--- src/sv/gtw_pkg.sv ---
`default_nettype none

package gtw_pkg;

   // line store depth default and fixed field widths
   localparam int LINE_MAX_DEFAULT = 40;
   localparam int CHAR_W           = 8;
   localparam int POS_W            = 7;
   localparam int ROW_W            = 8;
   localparam int CSR_INDEX_W      = 3;
   localparam int CSR_DATA_W       = 8;

   // character codes
   localparam logic [CHAR_W-1:0] SPACE_CODE = 8'd32;
   localparam logic [CHAR_W-1:0] NUL_CODE   = 8'd0;

   // register reset values
   localparam logic [5:0] START_COL_RESET    = 6'd0;
   localparam logic [7:0] START_ROW_RESET    = 8'd0;
   localparam logic [7:0] WRAP_WIDTH_RESET   = 8'd40;
   localparam logic [7:0] ROW_BUDGET_RESET   = 8'd28;
   localparam logic [7:0] LINE_SPACING_RESET = 8'd1;

   // register indexes
   typedef enum logic [CSR_INDEX_W-1:0] {
      CSR_START_COL    = 3'd0,
      CSR_START_ROW    = 3'd1,
      CSR_WRAP_WIDTH   = 3'd2,
      CSR_ROW_BUDGET   = 3'd3,
      CSR_LINE_SPACING = 3'd4,
      CSR_PALETTE_SEL  = 3'd5
   } csr_index_type;

   // one tile placement handed from the sequencer to the output stage
   typedef struct packed {
      logic [POS_W-1:0]  pos;
      logic [ROW_W-1:0]  row;
      logic              last;
      logic [7:0]        lines;
      logic              done;
   } tile_cmd_type;

endpackage

`default_nettype wire

--- src/sv/gtw_ram.sv ---
`default_nettype none

module gtw_ram #(
   parameter int WIDTH = 8,
   parameter int DEPTH = 40
) (
   input  wire logic                                      clock,
   input  wire logic                                      we,
   input  wire logic [((DEPTH > 1) ? $clog2(DEPTH) : 1)-1:0] waddr,
   input  wire logic [WIDTH-1:0]                          wdata,
   input  wire logic [((DEPTH > 1) ? $clog2(DEPTH) : 1)-1:0] raddr,
   output logic      [WIDTH-1:0]                          rdata
);

   logic [WIDTH-1:0] mem_ff [DEPTH];
   logic [WIDTH-1:0] rdata_ff;

   // one write port, one registered read port
   always_ff @(posedge clock) begin
      if (we) begin
         mem_ff[waddr] <= wdata;
      end
      rdata_ff <= mem_ff[raddr];
   end

   assign rdata = rdata_ff;

endmodule

`default_nettype wire

--- src/sv/gtw_tile.sv ---
`default_nettype none

module gtw_tile (
   input  wire logic                    clock,
   input  wire logic                    reset,
   input  wire logic                    load,
   input  wire gtw_pkg::tile_cmd_type   cmd,
   input  wire logic [7:0]              rd_data,
   input  wire logic [5:0]              start_col,
   input  wire logic                    rsp_stall,
   output logic                         rsp_valid,
   output logic [7:0]                   rsp_char_code,
   output logic [6:0]                   rsp_tile_col,
   output logic [7:0]                   rsp_tile_row,
   output logic                         rsp_line_end,
   output logic [7:0]                   rsp_lines_drawn,
   output logic                         rsp_layout_done
);

   logic       valid_ff;
   logic [7:0] char_ff;
   logic [6:0] col_ff;
   logic [7:0] row_ff;
   logic       last_ff;
   logic [7:0] lines_ff;
   logic       done_ff;

   // output register, held while the consumer stalls
   always_ff @(posedge clock) begin
      if (reset) begin
         valid_ff <= 1'b0;
      end else if (load) begin
         valid_ff <= 1'b1;
      end else if (!rsp_stall) begin
         valid_ff <= 1'b0;
      end
      if (load) begin
         char_ff  <= rd_data;
         col_ff   <= 7'(start_col) + cmd.pos;
         row_ff   <= cmd.row;
         last_ff  <= cmd.last;
         lines_ff <= cmd.lines;
         done_ff  <= cmd.done;
      end
   end

   assign rsp_valid       = valid_ff;
   assign rsp_char_code   = char_ff;
   assign rsp_tile_col    = col_ff;
   assign rsp_tile_row    = row_ff;
   assign rsp_line_end    = last_ff;
   assign rsp_lines_drawn = lines_ff;
   assign rsp_layout_done = done_ff;

endmodule

`default_nettype wire

--- src/sv/greedy_text_word_wrap_core.sv ---
// channel | direction | handshake            | payload
// req     | in        | req_valid/req_stall  | req_kind, req_char_in
// rsp     | out       | rsp_valid/rsp_stall  | char, col, row, line_end, lines, done
// csr     | in        | csr_we               | csr_index, csr_wdata
//
// each tile of a finished line goes through a line store read, a wait until the output
// register is empty, and an output load
// a carried-over word moves down one remaining character at a time, each read and then
// written, and a final step writes the overflowing character, through the single line store port pair
// synchronous active-high reset clears control state; the line store is not cleared
// a stalled tile holds the output register and the sequencer waits on it

`default_nettype none

module greedy_text_word_wrap_core #(
   parameter int LINE_MAX = gtw_pkg::LINE_MAX_DEFAULT
) (
   input  wire logic       clock,
   input  wire logic       reset,
   input  wire logic       req_valid,
   output logic            req_stall,
   input  wire logic       req_kind,
   input  wire logic [7:0] req_char_in,
   output logic            rsp_valid,
   input  wire logic       rsp_stall,
   output logic [7:0]      rsp_char_code,
   output logic [6:0]      rsp_tile_col,
   output logic [7:0]      rsp_tile_row,
   output logic            rsp_line_end,
   output logic [7:0]      rsp_lines_drawn,
   output logic            rsp_layout_done,
   input  wire logic       csr_we,
   input  wire logic [gtw_pkg::CSR_INDEX_W-1:0] csr_index,
   input  wire logic [gtw_pkg::CSR_DATA_W-1:0]  csr_wdata
);

   localparam int FW = $clog2(LINE_MAX + 1);
   localparam int AW = (LINE_MAX > 1) ? $clog2(LINE_MAX) : 1;

   typedef enum logic [2:0] {
      ST_IDLE, ST_EMIT_RD, ST_EMIT_LD, ST_SHIFT_RD, ST_SHIFT_CHK, ST_PUT
   } state_type;

   typedef enum logic [1:0] {
      AFT_NONE, AFT_SHIFT, AFT_PUT
   } after_type;

   // configuration
   logic [5:0] start_col_ff;
   logic [7:0] start_row_ff;
   logic [7:0] wrap_width_ff;
   logic [7:0] row_budget_ff;
   logic [7:0] line_spacing_ff;

   always_ff @(posedge clock) begin
      if (reset) begin
         start_col_ff    <= gtw_pkg::START_COL_RESET;
         start_row_ff    <= gtw_pkg::START_ROW_RESET;
         wrap_width_ff   <= gtw_pkg::WRAP_WIDTH_RESET;
         row_budget_ff   <= gtw_pkg::ROW_BUDGET_RESET;
         line_spacing_ff <= gtw_pkg::LINE_SPACING_RESET;
      end else if (csr_we) begin
         unique case (csr_index)
            gtw_pkg::CSR_START_COL:    start_col_ff    <= csr_wdata[5:0];
            gtw_pkg::CSR_START_ROW:    start_row_ff    <= csr_wdata;
            gtw_pkg::CSR_WRAP_WIDTH:   wrap_width_ff   <= csr_wdata;
            gtw_pkg::CSR_ROW_BUDGET:   row_budget_ff   <= csr_wdata;
            gtw_pkg::CSR_LINE_SPACING: line_spacing_ff <= csr_wdata;
            // palette has no effect on any tile field
            gtw_pkg::CSR_PALETTE_SEL:  ;
            default:                   ;
         endcase
      end
   end

   // sequencer state
   state_type    state_ff, state_in;
   after_type    after_ff, after_in;
   logic [FW-1:0] fill_ff, fill_in;
   logic [FW-1:0] brk_len_ff, brk_len_in;
   logic          brk_seen_ff, brk_seen_in;
   logic [7:0]    rows_ff, rows_in;
   logic [7:0]    lines_ff, lines_in;
   logic          fin_ff, fin_in;
   logic [FW-1:0] idx_ff, idx_in;
   logic [FW-1:0] dst_ff, dst_in;
   logic [FW-1:0] emit_n_ff, emit_n_in;
   logic [7:0]    line_row_ff, line_row_in;
   logic          line_done_ff, line_done_in;
   logic          skip_ff, skip_in;
   logic [7:0]    char_ff, char_in;

   // line store ports
   logic          ram_we;
   logic [AW-1:0] ram_waddr;
   logic [7:0]    ram_wdata;
   logic [7:0]    ram_rdata;

   logic                  tile_load;
   gtw_pkg::tile_cmd_type tile_cmd;

   // decode of the incoming character
   logic [7:0]    width_clip, width_eff, spacing_eff;
   logic [8:0]    row_sum;
   logic          accept, is_end, is_space, line_full, has_break;
   logic          wants_emit, do_emit, fin_emit, budget_out;
   logic [FW-1:0] emit_n;

   always_comb begin
      width_clip  = (wrap_width_ff > 8'(LINE_MAX)) ? 8'(LINE_MAX) : wrap_width_ff;
      width_eff   = (width_clip == 8'd0) ? 8'd1 : width_clip;
      spacing_eff = (line_spacing_ff == 8'd0) ? 8'd1 : line_spacing_ff;
      row_sum     = {1'b0, rows_ff} + {1'b0, spacing_eff};
      accept      = req_valid && (state_ff == ST_IDLE);
      is_end      = req_kind || (req_char_in == gtw_pkg::NUL_CODE);
      is_space    = (req_char_in == gtw_pkg::SPACE_CODE);
      line_full   = !(8'(fill_ff) < width_eff);
      has_break   = brk_seen_ff && (brk_len_ff < fill_ff);
      emit_n      = (!is_end && line_full && !is_space && has_break) ? brk_len_ff : fill_ff;
      wants_emit  = is_end || line_full;
      budget_out  = (rows_ff >= row_budget_ff);
      do_emit     = wants_emit && (emit_n != '0) && !budget_out;
      fin_emit    = wants_emit && (emit_n != '0) &&
                    (budget_out || (row_sum >= {1'b0, row_budget_ff}));
   end

   // sequencer next state
   always_comb begin
      state_in     = state_ff;
      after_in     = after_ff;
      fill_in      = fill_ff;
      brk_len_in   = brk_len_ff;
      brk_seen_in  = brk_seen_ff;
      rows_in      = rows_ff;
      lines_in     = lines_ff;
      fin_in       = fin_ff;
      idx_in       = idx_ff;
      dst_in       = dst_ff;
      emit_n_in    = emit_n_ff;
      line_row_in  = line_row_ff;
      line_done_in = line_done_ff;
      skip_in      = skip_ff;
      char_in      = char_ff;
      ram_we       = 1'b0;
      ram_waddr    = fill_ff[AW-1:0];
      ram_wdata    = req_char_in;
      tile_load    = 1'b0;

      unique case (state_ff)
         ST_IDLE: begin
            if (accept && !fin_ff) begin
               char_in  = req_char_in;
               after_in = AFT_NONE;
               // start a line emission
               if (do_emit) begin
                  lines_in     = lines_ff + 8'd1;
                  rows_in      = row_sum[7:0];
                  line_row_in  = start_row_ff + rows_ff;
                  line_done_in = (row_sum >= {1'b0, row_budget_ff});
                  emit_n_in    = emit_n;
                  idx_in       = '0;
                  state_in     = ST_EMIT_RD;
               end
               if (fin_emit) begin
                  fin_in = 1'b1;
               end
               // what happens to the line store
               if (is_end) begin
                  fin_in      = 1'b1;
                  fill_in     = '0;
                  brk_len_in  = '0;
                  brk_seen_in = 1'b0;
               end else if (!line_full) begin
                  if (!(is_space && fill_ff == '0)) begin
                     ram_we  = 1'b1;
                     fill_in = fill_ff + FW'(1);
                     if (is_space) begin
                        brk_len_in  = fill_ff;
                        brk_seen_in = 1'b1;
                     end
                  end
               end else if (is_space || (has_break && fin_emit)) begin
                  fill_in     = '0;
                  brk_len_in  = '0;
                  brk_seen_in = 1'b0;
               end else if (has_break) begin
                  // remainder after the break moves down once the line is out
                  after_in = AFT_SHIFT;
               end else begin
                  fill_in     = '0;
                  brk_len_in  = '0;
                  brk_seen_in = 1'b0;
                  if (!fin_emit) begin
                     after_in = AFT_PUT;
                     dst_in   = '0;
                  end
               end
            end
         end

         ST_EMIT_RD: begin
            if (!rsp_valid) begin
               state_in = ST_EMIT_LD;
            end
         end

         ST_EMIT_LD: begin
            tile_load = 1'b1;
            if (idx_ff + FW'(1) == emit_n_ff) begin
               unique case (after_ff)
                  AFT_SHIFT: begin
                     idx_in   = brk_len_ff;
                     dst_in   = '0;
                     skip_in  = 1'b1;
                     state_in = ST_SHIFT_RD;
                  end
                  AFT_PUT:  state_in = ST_PUT;
                  AFT_NONE: state_in = ST_IDLE;
                  default:  state_in = ST_IDLE;
               endcase
            end else begin
               idx_in   = idx_ff + FW'(1);
               state_in = ST_EMIT_RD;
            end
         end

         ST_SHIFT_RD: begin
            if ((idx_ff < fill_ff) && (dst_ff < FW'(LINE_MAX - 1))) begin
               state_in = ST_SHIFT_CHK;
            end else begin
               state_in = ST_PUT;
            end
         end

         ST_SHIFT_CHK: begin
            // leading spaces of the carried word are dropped
            idx_in   = idx_ff + FW'(1);
            state_in = ST_SHIFT_RD;
            if (!(skip_ff && ram_rdata == gtw_pkg::SPACE_CODE)) begin
               ram_we    = 1'b1;
               ram_waddr = dst_ff[AW-1:0];
               ram_wdata = ram_rdata;
               dst_in    = dst_ff + FW'(1);
               skip_in   = 1'b0;
            end
         end

         ST_PUT: begin
            // the character that overflowed opens the new line
            ram_we      = 1'b1;
            ram_waddr   = dst_ff[AW-1:0];
            ram_wdata   = char_ff;
            fill_in     = dst_ff + FW'(1);
            brk_len_in  = '0;
            brk_seen_in = 1'b0;
            state_in    = ST_IDLE;
         end

         default: state_in = ST_IDLE;
      endcase
   end

   always_ff @(posedge clock) begin
      if (reset) begin
         state_ff    <= ST_IDLE;
         after_ff    <= AFT_NONE;
         fill_ff     <= '0;
         brk_len_ff  <= '0;
         brk_seen_ff <= 1'b0;
         rows_ff     <= '0;
         lines_ff    <= '0;
         fin_ff      <= 1'b0;
         idx_ff      <= '0;
         dst_ff      <= '0;
         skip_ff     <= 1'b0;
      end else begin
         state_ff    <= state_in;
         after_ff    <= after_in;
         fill_ff     <= fill_in;
         brk_len_ff  <= brk_len_in;
         brk_seen_ff <= brk_seen_in;
         rows_ff     <= rows_in;
         lines_ff    <= lines_in;
         fin_ff      <= fin_in;
         idx_ff      <= idx_in;
         dst_ff      <= dst_in;
         skip_ff     <= skip_in;
      end
      emit_n_ff    <= emit_n_in;
      line_row_ff  <= line_row_in;
      line_done_ff <= line_done_in;
      char_ff      <= char_in;
   end

   assign req_stall = (state_ff != ST_IDLE);

   // tile fields for the character being read
   always_comb begin
      tile_cmd.pos   = 7'(idx_ff);
      tile_cmd.row   = line_row_ff;
      tile_cmd.last  = (idx_ff + FW'(1) == emit_n_ff);
      tile_cmd.lines = lines_ff;
      tile_cmd.done  = line_done_ff;
   end

   gtw_ram #(
      .WIDTH (gtw_pkg::CHAR_W),
      .DEPTH (LINE_MAX)
   ) u_line_store (
      .clock (clock),
      .we    (ram_we),
      .waddr (ram_waddr),
      .wdata (ram_wdata),
      .raddr (idx_ff[AW-1:0]),
      .rdata (ram_rdata)
   );

   gtw_tile u_tile (
      .clock           (clock),
      .reset           (reset),
      .load            (tile_load),
      .cmd             (tile_cmd),
      .rd_data         (ram_rdata),
      .start_col       (start_col_ff),
      .rsp_stall       (rsp_stall),
      .rsp_valid       (rsp_valid),
      .rsp_char_code   (rsp_char_code),
      .rsp_tile_col    (rsp_tile_col),
      .rsp_tile_row    (rsp_tile_row),
      .rsp_line_end    (rsp_line_end),
      .rsp_lines_drawn (rsp_lines_drawn),
      .rsp_layout_done (rsp_layout_done)
   );

endmodule

`default_nettype wire
--- config.mk ---
export PLATFORM = sky130hd
export DESIGN_NAME = greedy_text_word_wrap_core
export DESIGN_NICKNAME = d
export VERILOG_FILES = /design/src/sv/gtw_pkg.sv /design/src/sv/gtw_ram.sv /design/src/sv/gtw_tile.sv /design/src/sv/greedy_text_word_wrap_core.sv
export SDC_FILE = /design/constraint.sdc
export NUM_CORES = 1
export LEC_CHECK = 0
export CAP_MARGIN = 5
export CORE_UTILIZATION = 50
export CTS_CLUSTER_DIAMETER = 120
export DETAILED_ROUTE_END_ITERATION = 10
export DONT_BUFFER_PORTS = 1
export GPL_ROUTABILITY_DRIVEN = 0
export PLACE_DENSITY = 0.63
export REMOVE_ABC_BUFFERS = 1
export SLEW_MARGIN = 20
export SYNTH_ARGS = -nofsm -noshare
export SYNTH_HDL_FRONTEND = slang
export SYNTH_SLANG_ARGS = --single-unit
--- constraint.sdc ---
create_clock -name clock -period 10.2 [get_ports clock]
set_input_delay 1.02 -clock clock [delete_from_list [all_inputs] [get_ports clock]]
set_output_delay 1.02 -clock clock [all_outputs]
set_load 0.01 [all_outputs]
==> metrics.md, run 1 <==
| Metric | Value |
|---|---|
| Outcome | `finished, final reports clean` |
| Sw power | `1140 uW` |
| Worst Path Required | `roughly 10 ns` |
| Final WS setup | `5.82 ns` |
| # IOs | `60` |
| Sum of negative setup slack | `0 ns` |
| Commonest cells after routing, fill and taps aside | `edfxtp_1 (376), nand2_1 (113), nor2_1 (108)` |
| P&R area growth vs syn | `10.4%` |
| Die Footprint | `41500 um^2` |
| Final routed wire length divided by cell count | `roughly 25 um` |
| Final setup fails | `0` |
| Count of flip-flops with a built-in enable after synthesis | `376` |
| Detailed Routing Iterations Pass 1 | `5` |
| Max-slew violation count | `0` |
| Count of max-cap constraint violations | `0` |
| Via density | `about 6.1` |
| Hold slack | `0.420 ns` |
| Fmax achieved | `about 230 MHz` |
| Worst clock skew | `0.0226 ns` |
| Crit Path Max Fanout | `10` |
| Data arrival time of the critical path | `4.60 ns` |
| Share of cells above drive strength 1 | `15.9%` |
| Crit end category | `flop` |
| Root Driver | `clkbuf_16` |
| Cell count after synthesis | `~1400` |
| CP Launch Type | `flop` |
| Fin. Hold Viols | `0` |
| Fillcell total | `roughly 3100` |
| Netlist cell types | `78` |
| Flop pwr share | `49.0%` |
| Overflow left after global routing | `0` |
| Die Width | `around 200 um` |
| Clock net sink count | `471` |
| Comb pwr share | `12.5%` |
| Peak supply drop | `136 uV` |
| TritonCTS clock tree | `done` |
| Met1 Routed Length | `20.1 mm` |
| Ant diodes | `0` |
| Vias | `between 10000 and 15000` |
| Post-synth design cell area | `20300 um^2` |
| CTS Buf Count | `49` |
| Power Dens Cells | `around 200 nW/um^2` |
| Number of cell rows | `73` |
| Worst hold path class | `flop to flop` |
| Postcts setup bufs | `0` |
| Core outline area | `39900 um^2` |
| Fraction of the cycle the final worst path needs | `42.9%` |
| Vert. Die Dim | `204 um` |
| Average footprint of a synthesized cell | `15.0 um^2` |
| Total number of nets in the final design | `1447` |
| Iter 0 DRT Violations | `around 1100` |
| Initial cell density of the core | `between 50% and 60%` |
| Routed Wire Length | `47.7 mm` |
| Leakage component of the power | `0.00750 uW` |
| Count of nets left with antenna violations after detail routing | `0` |
| Clk network pwr share | `38.6%` |
| Number of global-route vias before repair | `11600` |
| DP Worst Slack | `5.80 ns` |
| Maximum count of clock buffers along a single path | `3` |
| Switching part of the total power | `25.2%` |
| Initial antenna violation count | `0` |
| Number of buffers inserted for hold repair after clock tree synthesis | `0` |
| Residual DRC | `0` |
| Register area share after synthesis | `64.9%` |
| Met3 wirelength from detailed routing | `3.82 mm` |
| Gates resized, CTS repair | `0` |
| Clock slew at reported path FFs | `roughly 0.060 ns` |
| Buffers on Ports | `0` |
| Total number of yosys warnings | `0` |
| RSZ-0062 raised after global routing | `no` |
| Most common cell after layout, fill and taps aside | `edfxtp_1` |
| Clk_lat worst skew | `~0.61 ns` |
| Post-synthesis register bit count | `approximately 470` |
| Gr usage total | `about a quarter` |
| Sum of met2 wire segment lengths after detailed routing | `between 20 and 25 mm` |
| Transition time at the pin with the least slew margin | `1.09 ns` |
| Minimum period implied by the final worst setup slack | `4.38 ns` |
| Path type of the worst setup path | `flop to flop` |
| Placed wire-length estimate | `31.1 mm` |
| Async set-reset flop share out of synthesis | `0%` |
| Largest net degree at the start of global routing | `91` |
| Remaining max-slew budget at the tightest pin | `27.2%` |
| Most used flip-flop cell after synthesis | `edfxtp_1` |
| Cell-internal power | `3400 uW` |
| Topmost layer with routed signal wires | `met4` |
| Number of H-tree levels | `2` |
| Global-route wire length before repair | `73.2 mm` |
[sequential cells by signal, summed over array words and instances, names as in the netlist, 2 cells and up]
register,flops
u_line_store.mem_ff,320
state_ff,3
char_ff,8
start_col_ff,6
lines_ff,8
u_tile.rsp_char_code,8
u_tile.rsp_lines_drawn,8
fill_ff,6
u_tile.rsp_tile_row,8
wrap_width_ff,8
after_ff,2
dst_ff,6
line_spacing_ff,8
emit_n_ff,6
brk_len_ff,6
idx_ff,6
line_row_ff,8
rows_ff,8
u_line_store.rdata,8
start_row_ff,8
u_tile.rsp_tile_col,7
row_budget_ff,8
[layer usage]
metal / GRT usage [%] / vias up
met2: 37.5 / 480
li1: - / 5238
met1: 33.0 / 5873
met4: 8.89 / 0
met3: 5.47 / 78
met5: 0 / -
[synth_stat cells (8+ instances only)]
cell type,count,area (um^2)
edfxtp_1,376,11300
nand2_1,113,424
nor2_1,108,405
mux4_2,96,2160
dfxtp_1,95,1900
a21oi_1,62,310
ha_1,60,751
clkbuf_1,45,169
inv_1,38,143
o21ai_0,28,140
mux2i_1,27,270
xnor2_1,27,236
nand3_1,22,110
a21o_1,20,150
nor2b_1,20,125
a211oi_1,16,120
a22oi_1,15,113
a31oi_1,13,81.3
nand2b_1,13,81.3
buf_2,11,55.1
xor2_1,11,96.3
nor3_1,10,50.1
and3_1,9,56.3
or3_1,8,50.1
[critical path: stages, from the launching register on]
cell,delay [ns]
dfxtp_1,0.33
o311ai_0,0.42
nor2b_1,0.25
nand2_1,0.09
ha_1,0.29
and3_1,0.20
a2111oi_0,0.36
o21a_1,0.19
a31oi_2,0.10
o32ai_1,0.67
o21ai_1,0.43
nor2_1,0.64
[power by group through the flow]
stage                     Combinational (uW)  Sequential (uW)  Clock, uW
after CTS                                571             2230       1780
after global routing                     611             2230       1860
after global placement                   562             2270          0
after detailed placement                 570             2270          0
final                                    566             2220       1750
after floorplan                          385             2270          0
[worst paths after layout]
kind | cells after the start | to | from | slack, ns
max reg2reg | 11 | u_line_store.mem_ff[36][7] | wrap_width_ff[0] | 5.82
min reg2reg | 0 | u_tile.rsp_tile_row[4] | line_row_ff[4] | 0.42
min | 0 | u_tile.rsp_tile_row[4] | line_row_ff[4] | 0.42
max | 11 | u_line_store.mem_ff[36][7] | wrap_width_ff[0] | 5.82
[area by class of cell]
| type | instances | area (um^2) | share of cell area [%] |
|---|---|---|---|
| sequential | 471 | 13200 | 58.8 |
| multi-input combinational | 783 | 6740 | 30.0 |
| clock buffer | 62 | 1340 | 5.95 |
| tap | 525 | 657 | 2.93 |
| clock inverter | 26 | 248 | 1.10 |
| inverter | 40 | 150 | 0.669 |
| timing repair buffer | 14 | 109 | 0.485 |
[cell families (layout without fill, tap and decap cells)]
group | count (synthesis) | in the layout | synth area share (%)
mux | 131 | 131 | 12.4
simple gates | 336 | 336 | 7.70
compound gates | 214 | 214 | 7.07
buf+inv | 104 | 142 | 2.14
fa+ha+maj | 63 | 63 | 3.99
flops | 471 | 471 | 64.9
xor+xnor | 39 | 39 | 1.75
[stage by stage]
stage / utilization, % / instances / area [um^2] / total power [uW]
CTS: 56.2 / 1921 / 22400 / 4580
floorplan: - / 1294 / 20000 / 2660
finish: 56.2 / 1921 / 22400 / 4540
detailed placement: 52.2 / 1833 / 20900 / 2840
global route: 56.2 / 1921 / 22400 / 4700
global placement: 52.2 / 1833 / 20800 / 2830
(Power assumes the default switching activity.)
==> run 2, diff against run 1 <==
- ABC_AREA: not set -> 1
- PLACE_DENSITY: 0.63 -> 0.66
- clock period: 10.2 -> 4 ns (I/O delays scaled with it)
==> metrics.md, run 2 <==
| Metric | Value |
|---|---|
| Count of max-cap constraint violations | `0 (unchanged)` |
| Path type of the worst setup path | `flop to flop (unchanged)` |
| Worst Path Required | `4.51 ns (was 10.42 ns)` |
| Leakage component of the power | `0.00833 uW (was 0.00750 uW)` |
| Crit Path Max Fanout | `11 (was 10)` |
| Gr usage total | `24.8% (was 24.0%)` |
| Max-slew violation count | `0 (unchanged)` |
| Register area share after synthesis | `65.2% (was 64.9%)` |
| CTS Buf Count | `48 (was 49)` |
| Crit end category | `flop (unchanged)` |
| Area share of the leading cell type in the synthesized netlist | `55.8% (was 55.6%)` |
| Data arrival time of the critical path | `4.22 ns (was 4.60 ns)` |
| Post-synth design cell area | `20200 um^2 (was 20300 um^2)` |
| Total number of yosys warnings | `0 (unchanged)` |
| Top-count cell post-synth | `edfxtp_1 (unchanged)` |
| Highest-delay cell along the critical path | `dfxtp_1 (was o32ai_1)` |
| Commonest cells after routing, fill and taps aside | `edfxtp_1 (376), a21oi_1 (206), nand2_1 (195) (was edfxtp_1 (376), nand2_1 (113), nor2_1 (108))` |
| Number of H-tree levels | `2 (unchanged)` |
| Dominant cell type by area after synthesis | `edfxtp_1 (unchanged)` |
| Remaining max-slew budget at the tightest pin | `43.1% (was 27.2%)` |
| Cell count after synthesis | `1779 (was 1358)` |
| Residual DRC | `0 (unchanged)` |
| Vert. Die Dim | `203 um (was 204 um)` |
| # IOs | `60 (unchanged)` |
| Fraction of the cycle the final worst path needs | `92.8% (was 42.9%)` |
| Post-synthesis register bit count | `471 (unchanged)` |
| Met2 Track Usage GR | `38.4% (was 37.5%)` |
| RSZ-0062 raised after global routing | `no (unchanged)` |
| GRT met1 Usage | `35.7% (was 33.0%)` |
| Reg2Reg Launch Point | `line_spacing_ff[1] (was wrap_width_ff[0])` |
| Root Driver | `clkbuf_16 (unchanged)` |
| Minimum period implied by the final worst setup slack | `3.71 ns (was 4.38 ns)` |
| Transition time at the pin with the least slew margin | `0.854 ns (was 1.09 ns)` |
| Top reg by flops | `u_line_store.mem_ff (unchanged)` |
| Routed Wire Length | `51.0 mm (was 47.7 mm)` |
| Global-route wire length before repair | `78.2 mm (was 73.2 mm)` |
| Postcts setup bufs | `0 (unchanged)` |
| Depth of the worst register-to-register path | `19 (was 11)` |
| DP Worst Slack | `0.222 ns (was 5.80 ns)` |
| Clock net sink count | `471 (unchanged)` |
| Placed wire-length estimate | `31.9 mm (was 31.1 mm)` |
| Fmax achieved | `269 MHz (was 229 MHz)` |
| Final WS setup | `0.288 ns (was 5.82 ns)` |
| Vias | `14100 (was 11700)` |
| Overflow left after global routing | `0 (unchanged)` |
| Count of flip-flops with a built-in enable after synthesis | `376 (unchanged)` |
| Max FFs per register | `320 (unchanged)` |
| Async set-reset flop share out of synthesis | `0% (unchanged)` |
| Peak supply drop | `309 uV (was 136 uV)` |
| Iter 0 DRT Violations | `1688 (was 1089)` |
| Die Width | `203 um (was 204 um)` |
| Ant diodes | `0 (unchanged)` |
| CP peak stage delay | `0.41 ns (was 0.67 ns)` |
| Worst clock skew | `0.0190 ns (was 0.0226 ns)` |
| Clk_lat worst skew | `0.59 ns (was 0.61 ns)` |
| Share of cells above drive strength 1 | `10.9% (was 15.9%)` |
| Largest net degree at the start of global routing | `65 (was 91)` |
| Internal reg-to-reg setup slack | `0.29 ns (was 5.82 ns)` |
| Outcome | `finished, final reports clean (unchanged)` |
| Buffers on Ports | `0 (unchanged)` |
| Netlist cell types | `51 (was 78)` |
| P&R area growth vs syn | `13.5% (was 10.4%)` |
| Average footprint of a synthesized cell | `11.4 um^2 (was 15.0 um^2)` |
| Maximum count of clock buffers along a single path | `3 (unchanged)` |
| Final Util | `57.7% (was 56.2%)` |
| Fillcell total | `3280 (was 3106)` |
| Initial cell density of the core | `50.8% (was 50.9%)` |
| Clock slew at reported path FFs | `0.06 ns (about the same)` |
| Count of nets left with antenna violations after detail routing | `0 (unchanged)` |
| Endpoint of the lowest-slack register-to-register path | `fill_ff[5] (was u_line_store.mem_ff[36][7])` |
| Number of global-route vias before repair | `13400 (was 11600)` |
| TritonCTS clock tree | `done (unchanged)` |
| Die Footprint | `41300 um^2 (was 41500 um^2)` |
| Worst hold path class | `primary input to flop (was flop to flop)` |
| Via density | `5.84 (was 6.07)` |
| Most common cell after layout, fill and taps aside | `edfxtp_1 (unchanged)` |
| Final routed wire length divided by cell count | `21.2 um (was 24.8 um)` |
| Most repeated library cell on the critical path | `nand3_2` |
| Total number of nets in the final design | `1933 (was 1447)` |
| Met3 capacity usage during global routing | `4.09% (was 5.47%)` |
| Number of cell rows | `73 (unchanged)` |
| Most used flip-flop cell after synthesis | `edfxtp_1 (unchanged)` |
| CP Launch Type | `flop (unchanged)` |
| Power Dens Cells | `597 nW/um^2 (was 202 nW/um^2)` |
| Detailed Routing Iterations Pass 1 | `5 (unchanged)` |
| Crit path launch | `line_spacing_ff[1] (was wrap_width_ff[0])` |
| Fin. Hold Viols | `0 (unchanged)` |
| Core outline area | `39800 um^2 (was 39900 um^2)` |
| Top cells by count, synth | `edfxtp_1 (376), a21oi_1 (206), nand2_1 (198), nor2_1 (183), o21ai_0 (151) (was edfxtp_1 (376), nand2_1 (113), nor2_1 (108), mux4_2 (96), dfxtp_1 (95))` |
| Final setup fails | `0 (unchanged)` |
| Busiest layer in global routing | `met2 (unchanged)` |
| Main area contributors after synthesis | `edfxtp_1 (56%), dfxtp_1 (9.4%), a21oi_1 (5.1%), o21ai_0 (3.7%), ha_1 (3.7%) (was edfxtp_1 (56%), mux4_2 (11%), dfxtp_1 (9.4%), ha_1 (3.7%), nand2_1 (2.1%))` |
| Cells along the critical path | `nor4_1 > a21o_1 > ha_1 > fa_1 > nand3_1 > nand2_1 > a21oi_1 > o21ai_0 > xnor2_1 > inv_1 > ha_1 > a21o_1 > o21ai_1 > nand3_2 > nand4_2 > nand3_2 > nand3_2 > o21ai_0 > a21oi_1 (was o311ai_0 > nor2b_1 > nand2_1 > ha_1 > and3_1 > a2111oi_0 > o21a_1 > a31oi_2 > o32ai_1 > o21ai_1 > nor2_1)` |
| Worst Setup EP | `fill_ff[5] (was u_line_store.mem_ff[36][7])` |
| Initial antenna violation count | `0 (unchanged)` |
[run 2: changes by cell type in the layout (fill, tap and decap cells not counted), sizes merged, moves of 61 or more]
| cell | before | now |
|---|---|---|
| o21ai | 31 | 167 |
| nand2 | 114 | 206 |
| nor2 | 108 | 189 |
| o221ai | 1 | 67 |
| mux4 | 96 | 0 |
| a21oi | 63 | 208 |
| buf | 14 | 75 |
| inv | 42 | 135 |
[run 2: final cells by class]
| type | instances | area [um^2] | area share [%] |
|---|---|---|---|
| well taps | 525 | 657 | 2.86 |
| repair buffers | 93 | 741 | 3.23 |
| clock inverters | 25 | 279 | 1.21 |
| multi-input cells | 1096 | 6270 | 27.3 |
| clock buffers | 64 | 1310 | 5.72 |
| inverters | 135 | 507 | 2.21 |
| flip-flops and latches | 471 | 13200 | 57.5 |
[run 2: cell families after synthesis]
group | Yosys count | share of synthesized area (%)
compound gates | 493 | 14.2
fa+ha+maj | 63 | 4.01
simple gates | 507 | 11.0
flops | 471 | 65.2
buf+inv | 212 | 4.14
xor+xnor | 33 | 1.43
[run 2: worst max-delay path: cells and delay by family, from the launching register on]
kind / cells / cell delay (ns)
xor+xnor: 1 / 0.21
simple gates: 7 / 0.96
buf+inv: 1 / 0.07
flops: 1 / 0.41
fa+ha+maj: 3 / 0.89
compound gates: 7 / 1.09
[run 2: power by group]
| part | switching, uW | internal [uW] | leakage (uW) |
|---|---|---|---|
| clock | 1880 | 2690 | 0.000783 |
| combinational | 2260 | 992 | 0.00338 |
| sequential | 249 | 5640 | 0.00416 |
[run 2: how the worst min path moves through the flow]
stage	start	end	slack (ns)	cells past startpoint
after floorplan	line_done_ff	u_tile.rsp_layout_done	0.40	0
after global placement	line_row_ff[4]	u_tile.rsp_tile_row[4]	0.40	0
after detailed placement	line_row_ff[2]	u_tile.rsp_tile_row[2]	0.40	0
after CTS	csr_wdata[1]	row_budget_ff[1]	0.01	2
after global routing	csr_wdata[1]	row_budget_ff[1]	0.06	2
final	csr_wdata[1]	start_col_ff[1]	0.04	2
[run 2: through the flow]
stage / TNS (ns) / instances / area, um^2 / hold WS [ns] / power (uW)
2_1_floorplan: -24.80 / 1702 / 19900 / 0.400 / 8020
3_3_place_gp: 0 / 2301 / 21200 / 0.404 / 9080
3_5_place_dp: 0 / 2301 / 21200 / 0.405 / 9140
4_1_cts: 0 / 2409 / 23000 / 0.0134 / 13700
5_1_grt: 0 / 2409 / 23000 / 0.0620 / 14300
6_report: 0 / 2409 / 23000 / 0.0352 / 13700
[run 2: metal layers]
metal	share of wire [%]	wire length, um
met1	44	22400
met2	46	23400
met3	7.8	3980
met4	2.3	1190
met5	0	0
[run 2: timing repair]
item	in CTS	in global routing
setup endpoints to repair	0	19
hold endpoints to repair	67	0
resized for setup	0	4
hold buffers	19	0
==> run 3, diff against run 2 <==
- PLACE_DENSITY: 0.66 -> 0.63
- clock period: 4 -> 3.95 ns (I/O delays scaled with it)
==> metrics.md, run 3 (synthesis results as in run 2) <==
| Metric | Value |
|---|---|
| Transition time at the pin with the least slew margin | `1.03 ns (was 0.854 ns)` |
| Clock net sink count | `471 (unchanged)` |
| Worst Path Required | `4.47 ns (was 4.51 ns)` |
| Most common cell after layout, fill and taps aside | `edfxtp_1 (unchanged)` |
| Final setup fails | `0 (unchanged)` |
| CTS Buf Count | `48 (unchanged)` |
| Iter 0 DRT Violations | `1170 (was 1688)` |
| Maximum count of clock buffers along a single path | `3 (unchanged)` |
| Data arrival time of the critical path | `4.24 ns (was 4.22 ns)` |
| Clk network pwr share | `34.3% (was 33.3%)` |
| Number of global-route vias before repair | `13400 (about the same)` |
| Flop pwr share | `42.8% (was 43.0%)` |
| Detailed Routing Iterations Pass 1 | `6 (was 5)` |
| Buffers on Ports | `0 (unchanged)` |
| Vert. Die Dim | `203 um (unchanged)` |
| Overflow left after global routing | `0 (unchanged)` |
| Number of cell rows | `73 (unchanged)` |
| Die Footprint | `41300 um^2 (unchanged)` |
| Clock slew at reported path FFs | `0.06 ns (about the same)` |
| Fin. Hold Viols | `0 (unchanged)` |
| Residual DRC | `0 (unchanged)` |
| Number of H-tree levels | `2 (unchanged)` |
| Count of max-cap constraint violations | `0 (unchanged)` |
| CP Launch Type | `flop (unchanged)` |
| Core outline area | `39800 um^2 (unchanged)` |
| Comb pwr share | `23.0% (was 23.7%)` |
| Total number of nets in the final design | `1917 (was 1933)` |
| Path type of the worst setup path | `flop to flop (unchanged)` |
| Cell-internal power | `9650 uW (was 9330 uW)` |
| Max-slew violation count | `0 (unchanged)` |
| Vias | `13900 (was 14100)` |
| Commonest cells after routing, fill and taps aside | `edfxtp_1 (376), a21oi_1 (206), nand2_1 (195) (unchanged)` |
| Top reg by flops | `u_line_store.mem_ff (unchanged)` |
| Gr usage total | `25.2% (was 24.8%)` |
| # IOs | `60 (unchanged)` |
| Via density | `5.80 (was 5.84)` |
| Remaining max-slew budget at the tightest pin | `30.8% (was 43.1%)` |
| Die Width | `203 um (unchanged)` |
| Peak supply drop | `334 uV (was 309 uV)` |
| Final WS setup | `0.227 ns (was 0.288 ns)` |
| Worst hold path class | `primary input to flop (unchanged)` |
| Clk_lat worst skew | `0.58 ns (was 0.59 ns)` |
| RSZ-0062 raised after global routing | `no (unchanged)` |
| Initial antenna violation count | `1 (was 0)` |
| Routed Wire Length | `51.3 mm (was 51.0 mm)` |
| Sw power | `4420 uW (was 4390 uW)` |
| Switching part of the total power | `31.4% (was 32.0%)` |
| Worst clock skew | `0.0276 ns (was 0.0190 ns)` |
| Fmax achieved | `269 MHz (about the same)` |
| Global-route wire length before repair | `78.9 mm (was 78.2 mm)` |
| Total power after layout | `14100 uW (was 13700 uW)` |
| Outcome | `finished, final reports clean (unchanged)` |
| TritonCTS clock tree | `done (unchanged)` |
| Postcts setup bufs | `0 (unchanged)` |
| Final routed wire length divided by cell count | `21.4 um (was 21.2 um)` |
| Initial cell density of the core | `50.8% (unchanged)` |
| Root Driver | `clkbuf_16 (unchanged)` |
| Placed wire-length estimate | `32.0 mm (was 31.9 mm)` |
| Power Dens Cells | `612 nW/um^2 (was 597 nW/um^2)` |
| Crit end category | `flop (unchanged)` |
| Final Util | `57.7% (about the same)` |
| Max FFs per register | `320 (unchanged)` |
| Fraction of the cycle the final worst path needs | `94.3% (was 92.8%)` |
| Crit Path Max Fanout | `11 (unchanged)` |
| P&R area growth vs syn | `13.7% (was 13.5%)` |
| DP Worst Slack | `0.149 ns (was 0.222 ns)` |
| Count of nets left with antenna violations after detail routing | `0 (unchanged)` |
| Largest net degree at the start of global routing | `99 (was 65)` |
| Leakage component of the power | `0.00831 uW (was 0.00833 uW)` |
| Share of cells above drive strength 1 | `10.8% (was 10.9%)` |
| Minimum period implied by the final worst setup slack | `3.72 ns (was 3.71 ns)` |
## run 3: repair_timing
item / in CTS / in global routing
endpoints found under the hold margin: 64 / 0
hold buffers: 20 / 0
gates resized for setup: 0 / 5
setup endpoints to repair: 0 / 19
## run 3: final timing paths
| path | slack [ns] | end | start | cells after the start |
|---|---|---|---|---|
| max | 0.23 | fill_ff[5] | line_spacing_ff[1] | 17 |
| max reg2reg | 0.23 | fill_ff[5] | line_spacing_ff[1] | 17 |
| min reg2reg | 0.42 | u_tile.rsp_layout_done | line_done_ff | 0 |
| min | 0.02 | line_spacing_ff[7] | csr_wdata[7] | 2 |
## run 3: through the flow
| step | instance area, um^2 | hold slack, ns | instances | TNS, ns |
|---|---|---|---|---|
| 2_1_floorplan | 19900 | 0.400 | 1702 | -26.05 |
| 6_report | 23000 | 0.0209 | 2393 | 0 |
| 4_1_cts | 23000 | 0.000102 | 2392 | 0 |
| 3_5_place_dp | 21100 | 0.406 | 2284 | 0 |
| 3_3_place_gp | 21100 | 0.401 | 2284 | 0 |
| 5_1_grt | 23000 | 0.0146 | 2392 | 0 |
## run 3: cell type report
type / count / area, um^2
Antenna cell: 1 / 2.50
Clock buffer: 56 / 1320
Clock inverter: 32 / 375
Fill cell: 3300 / 16800
Inverter: 135 / 507
Multi-Input combinational cell: 1096 / 6270
Sequential cell: 471 / 13200
Tap cell: 525 / 657
Timing Repair Buffer: 77 / 663
## run 3: worst max-delay path, stage by stage (launching register included)
cell,delay (ns)
dfxtp_2,0.34
nor4_1,0.33
a21o_1,0.18
ha_1,0.18
fa_1,0.44
ha_1,0.28
a21boi_0,0.13
o21a_1,0.17
o21a_1,0.16
o21ai_0,0.17
a21oi_1,0.09
o21ai_1,0.21
nand3_2,0.19
nand4_2,0.20
nand3_2,0.11
nand3_2,0.21
o21ai_0,0.11
a21oi_1,0.14
## run 3: routing by layer
metal / part of all wire, % / global-route usage [%]
met2: 46 / 39.5
met1: 45 / 36.4
met3: 7.3 / 4.56
met5: 0 / 0
met4: 2.0 / 6.42
## run 3: power groups by stage
stage	Sequential [uW]	Combinational [uW]	Clock, uW
finish	6020	3230	4820
CTS	6020	3200	4900
floorplan	6070	2050	0
detailed placement	6110	3140	0
global route	6050	3580	5100
global placement	6110	3100	0
